--- src/rtl/core/tadr_pkg.sv ---
package tadr_pkg;

    localparam int STATE_WIDTH_DEF    = 32;
    localparam int QUAT_FRAC_BITS_DEF = 14;

    localparam int CMD_W     = 2;
    localparam int QUAT_W    = 16;
    localparam int THRUST_W  = 16;
    localparam int COL_W     = 16;
    localparam int GRAV_W    = 22;
    localparam int INVM_W    = 24;
    localparam int DT_W      = 24;
    localparam int CFG_W     = 32;
    localparam int CFG_IDX_W = 2;
    localparam int OUT_W     = 32;
    localparam int OUT_ITEMS = 6;
    localparam int S_DATA_W  = 4 * QUAT_W + THRUST_W;
    localparam int M_DATA_W  = OUT_ITEMS * OUT_W;

    localparam logic [CMD_W-1:0] CMD_ORIENT = 2'd0;
    localparam logic [CMD_W-1:0] CMD_THRUST = 2'd1;
    localparam logic [CMD_W-1:0] CMD_TICK   = 2'd2;

    localparam logic [CFG_IDX_W-1:0] CFG_GRAVITY      = 2'd0;
    localparam logic [CFG_IDX_W-1:0] CFG_INVERSE_MASS = 2'd1;
    localparam logic [CFG_IDX_W-1:0] CFG_TIME_STEP    = 2'd2;
    localparam logic [CFG_IDX_W-1:0] CFG_INITIAL_DOWN = 2'd3;

    localparam logic [GRAV_W-1:0]       GRAVITY_RESET      = 22'd642253;
    localparam logic [INVM_W-1:0]       INVERSE_MASS_RESET = 24'd41801;
    localparam logic [DT_W-1:0]         TIME_STEP_RESET    = 24'd167772;
    localparam logic signed [CFG_W-1:0] INITIAL_DOWN_RESET = -32'sd5243;

    localparam int AXES         = 3;
    localparam int AXIS_W       = 2;
    localparam int STEP_W       = 4;
    localparam int ORIENT_STEPS = 3;
    localparam int TICK_STEPS   = 9;

    typedef enum logic [3:0] {
        OP_NONE,
        OP_QMUL,
        OP_QMUL2,
        OP_COL_SET,
        OP_COL_MUL,
        OP_FORCE_MUL,
        OP_ACC,
        OP_LO_MUL,
        OP_HI_MUL,
        OP_VEL_UPD,
        OP_POS_UPD
    } dp_op_t;

    typedef struct packed {
        dp_op_t              op;
        logic [AXIS_W-1:0]   axis;
        logic                load_quat;
        logic                load_thrust;
        logic                load_out;
    } dp_cmd_t;

    typedef struct packed {
        logic started;
    } dp_status_t;

endpackage

--- src/rtl/core/tadr_datapath.sv ---
module tadr_datapath #(
    parameter int STATE_WIDTH    = tadr_pkg::STATE_WIDTH_DEF,
    parameter int QUAT_FRAC_BITS = tadr_pkg::QUAT_FRAC_BITS_DEF
) (
    input  logic                                   aclk,
    input  logic                                   aresetn,
    input  tadr_pkg::dp_cmd_t                      cmd,
    output tadr_pkg::dp_status_t                   status,
    input  logic signed [tadr_pkg::QUAT_W-1:0]     quat_x,
    input  logic signed [tadr_pkg::QUAT_W-1:0]     quat_y,
    input  logic signed [tadr_pkg::QUAT_W-1:0]     quat_z,
    input  logic signed [tadr_pkg::QUAT_W-1:0]     quat_w,
    input  logic [tadr_pkg::THRUST_W-1:0]          thrust,
    input  logic                                   cfg_wen,
    input  logic [tadr_pkg::CFG_IDX_W-1:0]         cfg_index,
    input  logic [tadr_pkg::CFG_W-1:0]             cfg_wdata,
    output logic [tadr_pkg::M_DATA_W-1:0]          out_data
);

    localparam int SW   = STATE_WIDTH;
    localparam int QF   = QUAT_FRAC_BITS;
    localparam int MA_W = 33;
    localparam int MB_W = 25;
    localparam int P_W  = MA_W + MB_W;
    localparam int QP_W = 32;
    localparam int QW   = ((2 * QF > 32) ? 2 * QF : 32) + 3;
    localparam int EW   = ((SW > 40) ? SW : 40) + 2;
    localparam int FS   = QF + 8;
    localparam int CW   = tadr_pkg::COL_W;
    localparam logic signed [CW-1:0] COL_ONE =
        (QF < CW - 1) ? CW'(1 << QF) : {1'b0, {(CW - 1){1'b1}}};
    localparam logic signed [QW-1:0] Q_ONE = QW'(1) << (2 * QF);

    logic [tadr_pkg::GRAV_W-1:0]    grav_reg;
    logic [tadr_pkg::INVM_W-1:0]    inv_mass_reg;
    logic [tadr_pkg::DT_W-1:0]      dt_reg;
    logic signed [CW-1:0]           col_reg [tadr_pkg::AXES];
    logic [tadr_pkg::THRUST_W-1:0]  thrust_reg;
    logic signed [SW-1:0]           vel_reg [tadr_pkg::AXES];
    logic signed [SW-1:0]           pos_reg [tadr_pkg::AXES];
    logic                           ori_seen_reg;
    logic                           thr_seen_reg;
    logic signed [tadr_pkg::QUAT_W-1:0] qx_reg, qy_reg, qz_reg, qw_reg;
    logic signed [P_W-1:0]          prod_reg;
    logic signed [QP_W-1:0]         first_reg;
    logic [SW-1:0]                  mag_reg;
    logic                           neg_reg;
    logic [24:0]                    frac_reg;
    logic [tadr_pkg::M_DATA_W-1:0]  out_reg;

    logic signed [MA_W-1:0] mul_a;
    logic signed [MB_W-1:0] mul_b;
    logic signed [P_W-1:0]  mul_p;
    logic [SW+23:0]         mag_wide;
    logic [23:0]            mag_lo;
    logic [23:0]            mag_hi;

    logic signed [QW-1:0]   q_sum, q_diff, c_val;
    logic [QW-1:0]          c_mag, c_rnd;
    logic signed [QW-1:0]   c_signed;
    logic signed [CW-1:0]   col_next;

    logic [P_W-1:0]         f_mag, f_rnd;
    logic signed [EW-1:0]   f_signed;
    logic signed [EW-1:0]   acc_wide;
    logic signed [SW-1:0]   acc_next;

    logic [48:0]            lo_sum;
    logic [48:0]            step_mag;
    logic signed [SW:0]     step_abs;
    logic signed [EW-1:0]   step_val;
    logic signed [SW-1:0]   upd_base;
    logic signed [SW-1:0]   upd_next;

    logic [tadr_pkg::M_DATA_W-1:0] out_next;

    function automatic logic signed [SW-1:0] sat_state(input logic signed [EW-1:0] v);
        logic signed [EW-1:0] hi_lim;
        logic signed [EW-1:0] lo_lim;
        hi_lim = {{(EW - SW + 1){1'b0}}, {(SW - 1){1'b1}}};
        lo_lim = ~hi_lim;
        if (v > hi_lim) begin
            sat_state = hi_lim[SW-1:0];
        end else if (v < lo_lim) begin
            sat_state = lo_lim[SW-1:0];
        end else begin
            sat_state = v[SW-1:0];
        end
    endfunction

    function automatic logic [tadr_pkg::OUT_W-1:0] sat_out(input logic signed [EW-1:0] v);
        logic signed [EW-1:0] hi_lim;
        logic signed [EW-1:0] lo_lim;
        hi_lim = {{(EW - tadr_pkg::OUT_W + 1){1'b0}}, {(tadr_pkg::OUT_W - 1){1'b1}}};
        lo_lim = ~hi_lim;
        if (v > hi_lim) begin
            sat_out = hi_lim[tadr_pkg::OUT_W-1:0];
        end else if (v < lo_lim) begin
            sat_out = lo_lim[tadr_pkg::OUT_W-1:0];
        end else begin
            sat_out = v[tadr_pkg::OUT_W-1:0];
        end
    endfunction

    // split the stored magnitude for the two-pass step product
    assign mag_wide = {24'd0, mag_reg};
    assign mag_lo   = mag_wide[23:0];
    assign mag_hi   = mag_wide[47:24];

    always_comb begin
        mul_a = '0;
        mul_b = '0;
        case (cmd.op)
            tadr_pkg::OP_QMUL, tadr_pkg::OP_QMUL2: begin
                case ({cmd.axis, cmd.op == tadr_pkg::OP_QMUL2})
                    3'b000: begin mul_a = MA_W'(qx_reg); mul_b = MB_W'(qz_reg); end
                    3'b001: begin mul_a = MA_W'(qw_reg); mul_b = MB_W'(qy_reg); end
                    3'b010: begin mul_a = MA_W'(qy_reg); mul_b = MB_W'(qz_reg); end
                    3'b011: begin mul_a = MA_W'(qw_reg); mul_b = MB_W'(qx_reg); end
                    3'b100: begin mul_a = MA_W'(qx_reg); mul_b = MB_W'(qx_reg); end
                    3'b101: begin mul_a = MA_W'(qy_reg); mul_b = MB_W'(qy_reg); end
                    default: begin mul_a = '0; mul_b = '0; end
                endcase
            end
            tadr_pkg::OP_COL_MUL: begin
                mul_a = MA_W'(col_reg[cmd.axis]);
                mul_b = {9'd0, thrust_reg};
            end
            tadr_pkg::OP_FORCE_MUL: begin
                mul_a = prod_reg[MA_W-1:0];
                mul_b = {1'b0, inv_mass_reg};
            end
            tadr_pkg::OP_LO_MUL: begin
                mul_a = {9'd0, mag_lo};
                mul_b = {1'b0, dt_reg};
            end
            tadr_pkg::OP_HI_MUL: begin
                mul_a = {9'd0, mag_hi};
                mul_b = {1'b0, dt_reg};
            end
            default: begin
                mul_a = '0;
                mul_b = '0;
            end
        endcase
    end

    assign mul_p = P_W'(mul_a) * P_W'(mul_b);

    // column entry from the two quaternion products
    always_comb begin
        q_sum  = QW'(first_reg) + QW'(signed'(prod_reg[QP_W-1:0]));
        q_diff = QW'(first_reg) - QW'(signed'(prod_reg[QP_W-1:0]));
        case (cmd.axis)
            2'd0:    c_val = -(q_sum <<< 1);
            2'd1:    c_val = q_diff <<< 1;
            default: c_val = Q_ONE - (q_sum <<< 1);
        endcase
        c_mag    = c_val[QW-1] ? QW'(-c_val) : QW'(c_val);
        c_rnd    = (c_mag + (QW'(1) << (QF - 1))) >> QF;
        c_signed = c_val[QW-1] ? -signed'(c_rnd) : signed'(c_rnd);
        if (c_signed > QW'(signed'({1'b0, {(CW - 1){1'b1}}}))) begin
            col_next = {1'b0, {(CW - 1){1'b1}}};
        end else if (c_signed < QW'(signed'({1'b1, {(CW - 1){1'b0}}}))) begin
            col_next = {1'b1, {(CW - 1){1'b0}}};
        end else begin
            col_next = c_signed[CW-1:0];
        end
    end

    // acceleration: gravity on the down axis less rounded thrust force
    always_comb begin
        f_mag    = prod_reg[P_W-1] ? P_W'(-prod_reg) : P_W'(prod_reg);
        f_rnd    = (f_mag + (P_W'(1) << (FS - 1))) >> FS;
        f_signed = prod_reg[P_W-1] ? -signed'(EW'(f_rnd)) : signed'(EW'(f_rnd));
        acc_wide = ((cmd.axis == 2'd2) ? signed'(EW'(grav_reg)) : '0) - f_signed;
        acc_next = sat_state(acc_wide);
    end

    // signed step from the two partial products, then the saturated sum
    always_comb begin
        lo_sum   = 49'(prod_reg[47:0]) + 49'(1 << 23);
        step_mag = 49'(prod_reg[47:0]) + 49'(frac_reg);
        step_abs = signed'(step_mag[SW:0]);
        step_val = neg_reg ? -EW'(step_abs) : EW'(step_abs);
        upd_base = (cmd.op == tadr_pkg::OP_VEL_UPD) ? vel_reg[cmd.axis] : pos_reg[cmd.axis];
        upd_next = sat_state(EW'(upd_base) + step_val);
    end

    always_comb begin
        out_next = {sat_out(-EW'(vel_reg[2])),
                    sat_out(-EW'(vel_reg[1])),
                    sat_out(EW'(vel_reg[0])),
                    sat_out(-EW'(pos_reg[2])),
                    sat_out(-EW'(pos_reg[1])),
                    sat_out(EW'(pos_reg[0]))};
    end

    always_ff @(posedge aclk) begin
        if (!aresetn) begin
            grav_reg     <= tadr_pkg::GRAVITY_RESET;
            inv_mass_reg <= tadr_pkg::INVERSE_MASS_RESET;
            dt_reg       <= tadr_pkg::TIME_STEP_RESET;
            col_reg[0]   <= '0;
            col_reg[1]   <= '0;
            col_reg[2]   <= COL_ONE;
            thrust_reg   <= '0;
            for (int i = 0; i < tadr_pkg::AXES; i++) begin
                vel_reg[i] <= '0;
            end
            pos_reg[0]   <= '0;
            pos_reg[1]   <= '0;
            pos_reg[2]   <= sat_state(EW'(tadr_pkg::INITIAL_DOWN_RESET));
            ori_seen_reg <= 1'b0;
            thr_seen_reg <= 1'b0;
        end else begin
            if (cfg_wen) begin
                unique case (cfg_index)
                    tadr_pkg::CFG_GRAVITY:      grav_reg <= cfg_wdata[tadr_pkg::GRAV_W-1:0];
                    tadr_pkg::CFG_INVERSE_MASS: inv_mass_reg <= cfg_wdata[tadr_pkg::INVM_W-1:0];
                    tadr_pkg::CFG_TIME_STEP:    dt_reg <= cfg_wdata[tadr_pkg::DT_W-1:0];
                    tadr_pkg::CFG_INITIAL_DOWN: begin
                        if (!(ori_seen_reg && thr_seen_reg)) begin
                            pos_reg[2] <= sat_state(EW'(signed'(cfg_wdata)));
                        end
                    end
                    default: ;
                endcase
            end
            if (cmd.load_quat) begin
                ori_seen_reg <= 1'b1;
            end
            if (cmd.load_thrust) begin
                thrust_reg   <= thrust;
                thr_seen_reg <= 1'b1;
            end
            case (cmd.op)
                tadr_pkg::OP_COL_SET: col_reg[cmd.axis] <= col_next;
                tadr_pkg::OP_VEL_UPD: vel_reg[cmd.axis] <= upd_next;
                tadr_pkg::OP_POS_UPD: pos_reg[cmd.axis] <= upd_next;
                default: ;
            endcase
        end
    end

    always_ff @(posedge aclk) begin
        if (cmd.load_quat) begin
            qx_reg <= quat_x;
            qy_reg <= quat_y;
            qz_reg <= quat_z;
            qw_reg <= quat_w;
        end
        if (cmd.op == tadr_pkg::OP_QMUL2) begin
            first_reg <= prod_reg[QP_W-1:0];
        end
        if (cmd.op == tadr_pkg::OP_HI_MUL) begin
            frac_reg <= lo_sum[48:24];
        end
        case (cmd.op)
            tadr_pkg::OP_QMUL, tadr_pkg::OP_QMUL2, tadr_pkg::OP_COL_MUL,
            tadr_pkg::OP_FORCE_MUL, tadr_pkg::OP_LO_MUL, tadr_pkg::OP_HI_MUL: begin
                prod_reg <= mul_p;
            end
            tadr_pkg::OP_ACC: begin
                mag_reg <= acc_next[SW-1] ? SW'(-acc_next) : SW'(acc_next);
                neg_reg <= acc_next[SW-1];
            end
            tadr_pkg::OP_VEL_UPD: begin
                mag_reg <= upd_next[SW-1] ? SW'(-upd_next) : SW'(upd_next);
                neg_reg <= upd_next[SW-1];
            end
            default: ;
        endcase
        if (cmd.load_out) begin
            out_reg <= out_next;
        end
    end

    assign status.started = ori_seen_reg && thr_seen_reg;
    assign out_data       = out_reg;

endmodule

--- src/rtl/core/tadr_ctrl.sv ---
module tadr_ctrl (
    input  logic                          aclk,
    input  logic                          aresetn,
    input  logic                          s_tvalid,
    output logic                          s_tready,
    input  logic [tadr_pkg::CMD_W-1:0]    s_command,
    output logic                          m_tvalid,
    input  logic                          m_tready,
    input  tadr_pkg::dp_status_t          status,
    output tadr_pkg::dp_cmd_t             cmd
);

    typedef enum logic [1:0] {
        S_IDLE,
        S_ORIENT,
        S_TICK,
        S_OUT
    } state_t;

    state_t                            state_reg;
    logic [tadr_pkg::STEP_W-1:0]       step_reg;
    logic [tadr_pkg::AXIS_W-1:0]       axis_reg;
    logic                              out_valid_reg;
    logic                              accept;
    logic                              out_free;

    assign s_tready = (state_reg == S_IDLE);
    assign accept   = s_tvalid && s_tready;
    assign out_free = !out_valid_reg || m_tready;
    assign m_tvalid = out_valid_reg;

    always_comb begin
        cmd             = '0;
        cmd.op          = tadr_pkg::OP_NONE;
        cmd.axis        = axis_reg;
        cmd.load_quat   = accept && (s_command == tadr_pkg::CMD_ORIENT);
        cmd.load_thrust = accept && (s_command == tadr_pkg::CMD_THRUST);
        cmd.load_out    = (state_reg == S_OUT) && out_free;
        unique case (state_reg)
            S_ORIENT: begin
                unique case (step_reg)
                    4'd0:    cmd.op = tadr_pkg::OP_QMUL;
                    4'd1:    cmd.op = tadr_pkg::OP_QMUL2;
                    default: cmd.op = tadr_pkg::OP_COL_SET;
                endcase
            end
            S_TICK: begin
                unique case (step_reg)
                    4'd0:       cmd.op = tadr_pkg::OP_COL_MUL;
                    4'd1:       cmd.op = tadr_pkg::OP_FORCE_MUL;
                    4'd2:       cmd.op = tadr_pkg::OP_ACC;
                    4'd3, 4'd6: cmd.op = tadr_pkg::OP_LO_MUL;
                    4'd4, 4'd7: cmd.op = tadr_pkg::OP_HI_MUL;
                    4'd5:       cmd.op = tadr_pkg::OP_VEL_UPD;
                    default:    cmd.op = tadr_pkg::OP_POS_UPD;
                endcase
            end
            default: cmd.op = tadr_pkg::OP_NONE;
        endcase
    end

    always_ff @(posedge aclk) begin
        if (!aresetn) begin
            state_reg     <= S_IDLE;
            step_reg      <= '0;
            axis_reg      <= '0;
            out_valid_reg <= 1'b0;
        end else begin
            if (state_reg == S_OUT && out_free) begin
                out_valid_reg <= 1'b1;
            end else if (out_valid_reg && m_tready) begin
                out_valid_reg <= 1'b0;
            end
            unique case (state_reg)
                S_IDLE: begin
                    step_reg <= '0;
                    axis_reg <= '0;
                    if (accept && s_command == tadr_pkg::CMD_ORIENT) begin
                        state_reg <= S_ORIENT;
                    end else if (accept && s_command == tadr_pkg::CMD_TICK
                                 && status.started) begin
                        state_reg <= S_TICK;
                    end
                end
                S_ORIENT: begin
                    if (step_reg == tadr_pkg::STEP_W'(tadr_pkg::ORIENT_STEPS - 1)) begin
                        step_reg <= '0;
                        if (axis_reg == tadr_pkg::AXIS_W'(tadr_pkg::AXES - 1)) begin
                            state_reg <= S_IDLE;
                        end else begin
                            axis_reg <= axis_reg + 1'b1;
                        end
                    end else begin
                        step_reg <= step_reg + 1'b1;
                    end
                end
                S_TICK: begin
                    if (step_reg == tadr_pkg::STEP_W'(tadr_pkg::TICK_STEPS - 1)) begin
                        step_reg <= '0;
                        if (axis_reg == tadr_pkg::AXIS_W'(tadr_pkg::AXES - 1)) begin
                            state_reg <= S_OUT;
                        end else begin
                            axis_reg <= axis_reg + 1'b1;
                        end
                    end else begin
                        step_reg <= step_reg + 1'b1;
                    end
                end
                S_OUT: begin
                    if (out_free) begin
                        state_reg <= S_IDLE;
                    end
                end
                default: state_reg <= S_IDLE;
            endcase
        end
    end

endmodule

--- src/rtl/core/thrust_attitude_dead_reckoning.sv ---
// Dead reckoning of position and velocity from collective thrust and attitude.
// Input channel (s_): each item carries a command in s_tuser. An orientation
// item loads the quaternion and builds the down column, holding s_tready low
// while it runs. A thrust item is stored in the cycle it is accepted. A tick,
// once an orientation and a thrust have both arrived, runs the force, velocity
// and position update for the three axes on one shared 33x25 multiplier,
// one axis after another, and places one result item in the output register.
// s_tready returns high in the same cycle that m_tvalid rises. A tick before
// start and command 3 give no result and leave s_tready high.
// Result channel (m_): position and velocity in ENU, Q16.16. While the
// receiver stalls, the result holds in the output register; items that give
// no result are still accepted, and a further tick waits at its end until the
// output register is free.
// Configuration: cfg_wen writes cfg_wdata to register cfg_index at the clock
// edge (initial down only before start); write only while the block is idle.
// Reset (aresetn low, synchronous) restores registers, column, velocity and
// position to their defaults and clears both start flags.
module thrust_attitude_dead_reckoning #(
    parameter int STATE_WIDTH    = tadr_pkg::STATE_WIDTH_DEF,
    parameter int QUAT_FRAC_BITS = tadr_pkg::QUAT_FRAC_BITS_DEF
) (
    input  logic                               aclk,
    input  logic                               aresetn,
    input  logic                               s_tvalid,
    output logic                               s_tready,
    // quat_x, quat_y, quat_z, quat_w, thrust
    input  logic [tadr_pkg::S_DATA_W-1:0]      s_tdata,
    // command
    input  logic [tadr_pkg::CMD_W-1:0]         s_tuser,
    output logic                               m_tvalid,
    input  logic                               m_tready,
    // pos_east, pos_north, pos_up, vel_east, vel_north, vel_up
    output logic [tadr_pkg::M_DATA_W-1:0]      m_tdata,
    input  logic                               cfg_wen,
    input  logic [tadr_pkg::CFG_IDX_W-1:0]     cfg_index,
    input  logic [tadr_pkg::CFG_W-1:0]         cfg_wdata
);

    tadr_pkg::dp_cmd_t    cmd;
    tadr_pkg::dp_status_t status;

    tadr_ctrl u_ctrl (
        .aclk      (aclk),
        .aresetn   (aresetn),
        .s_tvalid  (s_tvalid),
        .s_tready  (s_tready),
        .s_command (s_tuser),
        .m_tvalid  (m_tvalid),
        .m_tready  (m_tready),
        .status    (status),
        .cmd       (cmd)
    );

    tadr_datapath #(
        .STATE_WIDTH    (STATE_WIDTH),
        .QUAT_FRAC_BITS (QUAT_FRAC_BITS)
    ) u_datapath (
        .aclk      (aclk),
        .aresetn   (aresetn),
        .cmd       (cmd),
        .status    (status),
        .quat_x    (s_tdata[15:0]),
        .quat_y    (s_tdata[31:16]),
        .quat_z    (s_tdata[47:32]),
        .quat_w    (s_tdata[63:48]),
        .thrust    (s_tdata[79:64]),
        .cfg_wen   (cfg_wen),
        .cfg_index (cfg_index),
        .cfg_wdata (cfg_wdata),
        .out_data  (m_tdata)
    );

endmodule
--- config.mk ---
export PLATFORM = sky130hd
export DESIGN_NAME = thrust_attitude_dead_reckoning
export DESIGN_NICKNAME = d
export VERILOG_FILES = /design/src/rtl/core/tadr_pkg.sv /design/src/rtl/core/tadr_datapath.sv /design/src/rtl/core/tadr_ctrl.sv /design/src/rtl/core/thrust_attitude_dead_reckoning.sv
export SDC_FILE = /design/constraint.sdc
export NUM_CORES = 2
export LEC_CHECK = 0
export CAP_MARGIN = 20
export CORE_MARGIN = 10
export CORE_UTILIZATION = 33
export DETAILED_ROUTE_END_ITERATION = 7
export DONT_BUFFER_PORTS = 1
export PLACE_DENSITY_LB_ADDON = 0.08
export SLEW_MARGIN = 20
export SYNTH_ARGS = -nofsm -noshare
export SYNTH_HDL_FRONTEND = slang
export SYNTH_HIERARCHICAL = 1
export SYNTH_SLANG_ARGS = --single-unit
--- constraint.sdc ---
create_clock -name aclk -period 13.5 [get_ports aclk]
set_clock_uncertainty 0.05 [all_clocks]
set_input_delay 3.375 -clock aclk [delete_from_list [all_inputs] [get_ports aclk]]
set_output_delay 3.375 -clock aclk [all_outputs]
set_load 0.005 [all_outputs]
==> results.md <==
- Share of the yosys chip area belonging to registers: 0.289
- Clock power frac: 0.235
- Wire per inst: 28.3 µm
- Die Footprint: 0.269 mm²
- Nets: 9858
- Arr. time, crit path: 13180 ps
- GR Util met1: 0.325
- Seq pwr share: 0.269
- Cell repeated most along the worst path: fa_1
- Multi-input gate area: 0.0529 mm²
- Maxcap violations: 0
- Die X: 519 µm
- Initial drt markers: 6097
- Syn Area/Cell: 9.39 µm²
- Routed via count: 66200
- Worst-Margin Slew: 1250 ps
- Setup TNS: 0 ps
- Clock latency on the worst-skew pair: 780 ps
- Drt pass-1 iters: 7
- GRT Overall Usage: 0.244
- CORE AREA: 0.248 mm²
- Post-synth EDFFs: 724
- Vias in the first global route: 66300
- CTS tree: done
- Routability cong.: 0.931
- Setup ws final: 760 ps
- Sequential cell area: 0.0238 mm²
- Hold_buf cts: 0
- Register clock-pin slew on the reported worst setup and hold paths: 70 ps
- CTS Buf Count: 97
- Final setup vio count: 0
- Leak pwr: 36.6 nW
- Period utilization: 0.944
- Initial antenna violation count: 16
- Async SR Flop Fraction: 0
- Met2 usage: 0.407
- DRC: 0
- WL final: 339000 µm
- Startpoint Class: flip-flop
- Total gr overflow: 0
- Met3 Use GR: 0.0321
- Final Hold Viols: 0
- Sw Pwr: 5.58 mW
- Post-Synthesis Cells: 8743
- Largest net degree at the start of global routing: 74
- Gr busiest metal: met2
- Unrepaired setup endpoints after global routing: no
- Worst hold path type: reg -> reg
- Post-Synthesis Cell Area: 0.0821 mm²
- I/O pins: 315
- Routed Antenna Nets: 0
- Pre-CTS setup slack: 542 ps
- Pwr dens: 133 mW/mm²
- Crit Path Class: reg -> reg
- Area grow syn2layout: 9.19%
- Top_reg_cell synth: edfxtp_1
- First-pass GRT wire length: 486000 µm
- Slowest CP cell: nor3b_1
- Min cycle time layout: 12740 ps
- Synthesis-stage register bit count: 825
- Ys Warns: 6
- H-tree depth: 3
- Max frequency: 78.5 MHz
- Longest Clk Path Bufs: 3
- Initial Util: 0.331
- Layout cells sized above 1: 0.0750
- Status: complete, no violations
- Crit-path max FO: 23
- Root buf cell: clkbuf_16
- Mapped Nets: 10000
- Max stage delay on crit path: 570 ps
- Detail Placement HPWL: 273000 µm
- Die Ht: 519 µm
- Combinational fraction of design power: 0.496
- Fin. max-slew vios: 0
- Max VDD drop: 0.000116 V
- TritonCTS sink count: 825
- Port bufs: 0
- Slew margin rel.: 0.167
- Via/cell ratio: 5.52
- Fillers: 25300
- Internal Power: 6.35 mW
- Sw frac: 0.467
- Worst EP required: 13940 ps
- Synth cell types: 129
- FP Rows: 183
- Max FFs per register: 192
- CP endpoint kind: flip-flop
-- routing by layer --
metal | vias up | share of wire
li1 | 29500 | -
met1 | 34000 | 0.43
met5 | - | 0.00014
met2 | 2268 | 0.48
met4 | 8 | 0.039
met3 | 389 | 0.056
-- cell usage after synthesis (90+ instances only) --
library cell / number / share of area
clkbuf_1: 420 / 0.019
o21ai_0: 233 / 0.014
dfxtp_1: 101 / 0.025
nand2_1: 1191 / 0.054
xor2_1: 192 / 0.020
nor3_1: 153 / 0.0093
inv_1: 969 / 0.044
xnor2_1: 336 / 0.036
ha_1: 333 / 0.051
nand3_1: 167 / 0.010
a22oi_1: 90 / 0.0082
edfxtp_1: 724 / 0.26
nor2_1: 858 / 0.039
a21oi_1: 400 / 0.024
fa_1: 848 / 0.21
-- stage by stage --
| stage | hold slack (ps) | area, µm² | total power, mW | util | instances |
|---|---|---|---|---|---|
| floorplan | 382 | 82100 | 6.80 | - | 8743 |
| global placement | 379 | 86200 | 9.05 | 0.347 | 11800 |
| detailed placement | 388 | 86200 | 9.06 | 0.347 | 11800 |
| CTS | 391 | 89600 | 11.9 | 0.361 | 12000 |
| global route | 397 | 89700 | 12.5 | 0.361 | 12000 |
| finish | 391 | 89700 | 11.9 | 0.361 | 12000 |
-- layout by cell type, fill, tap and decap left out, drive strengths merged, types with 28 or more instances in the layout --
| cell type | instances |
|---|---|
| nand2b | 51 |
| nor3 | 157 |
| mux2i | 48 |
| nand2 | 1191 |
| a31oi | 55 |
| o31ai | 48 |
| and2 | 71 |
| and3 | 70 |
| nor4 | 87 |
| dfxtp | 101 |
| o21a | 51 |
| o22ai | 44 |
| or3 | 77 |
| a211oi | 93 |
| a22oi | 90 |
| clkinv | 54 |
| nor2b | 52 |
| or2 | 45 |
| nand3 | 169 |
| o21ai | 266 |
| fa | 848 |
| o211ai | 47 |
| a21oi | 402 |
| clkbuf | 104 |
| a221oi | 32 |
| xnor2 | 337 |
| edfxtp | 724 |
| mux4 | 76 |
| inv | 977 |
| nor2 | 859 |
| o41ai | 28 |
| ha | 333 |
| xor2 | 192 |
| or4 | 45 |
| nand4 | 61 |
| buf | 224 |
| a21o | 89 |
| o21bai | 38 |
-- final timing paths --
| path | start | end | slack, ps | cells after the start |
|---|---|---|---|---|
| worst max register to register | u_ctrl/state_reg[0] | u_datapath/prod_reg[52] | 760 | 38 |
| worst max-delay path | u_ctrl/state_reg[0] | u_datapath/prod_reg[52] | 760 | 38 |
| worst min register to register | u_datapath/vel_reg[0][24] | u_datapath/out_data[120] | 390 | 0 |
| worst min-delay path | u_datapath/vel_reg[0][24] | u_datapath/out_data[120] | 390 | 0 |
-- layout make-up --
cell class / instances / area share
clock inverters: 77 / 0.0104
inverters: 976 / 0.0409
diodes: 16 / 0.000446
clock buffers: 103 / 0.0273
flip-flops and latches: 825 / 0.265
repair buffers: 225 / 0.0193
well taps: 3330 / 0.0465
multi-input cells: 6431 / 0.590
-- power by group through the flow --
stage,registers (mW),logic (mW),clock network [mW]
3_3_place_gp,3.26,5.79,0
4_1_cts,3.20,5.85,2.88
2_1_floorplan,3.15,3.65,0
6_report,3.21,5.92,2.80
3_5_place_dp,3.26,5.81,0
5_1_grt,3.21,6.34,2.99
-- critical path, delay by kind of cell (launching register included) --
kind | cells | cell delay [ps]
AOI/OAI and AO/OA | 14 | 3900
buffers and inverters | 7 | 1310
and+or+nand+nor | 8 | 2380
adders and majority gates | 9 | 4460
DFF | 1 | 330
-- cells by family (layout without fill, tap and decap cells) --
family | Yosys count | in the layout | synth area share
flops | 825 | 825 | 0.289
xor+xnor | 532 | 532 | 0.0573
other cells | 0 | 16 | 0
simple gates | 3032 | 3032 | 0.169
buf+inv | 1487 | 1381 | 0.0696
compound gates | 1550 | 1550 | 0.128
mux | 135 | 135 | 0.0283
fa+ha+maj | 1182 | 1182 | 0.258
-- repair_timing --
action | CTS | global route
setup buffers | 0 | 0
endpoints found under the setup margin | 0 | 7
resized for setup | 0 | 4
(Power assumes the default switching activity.)
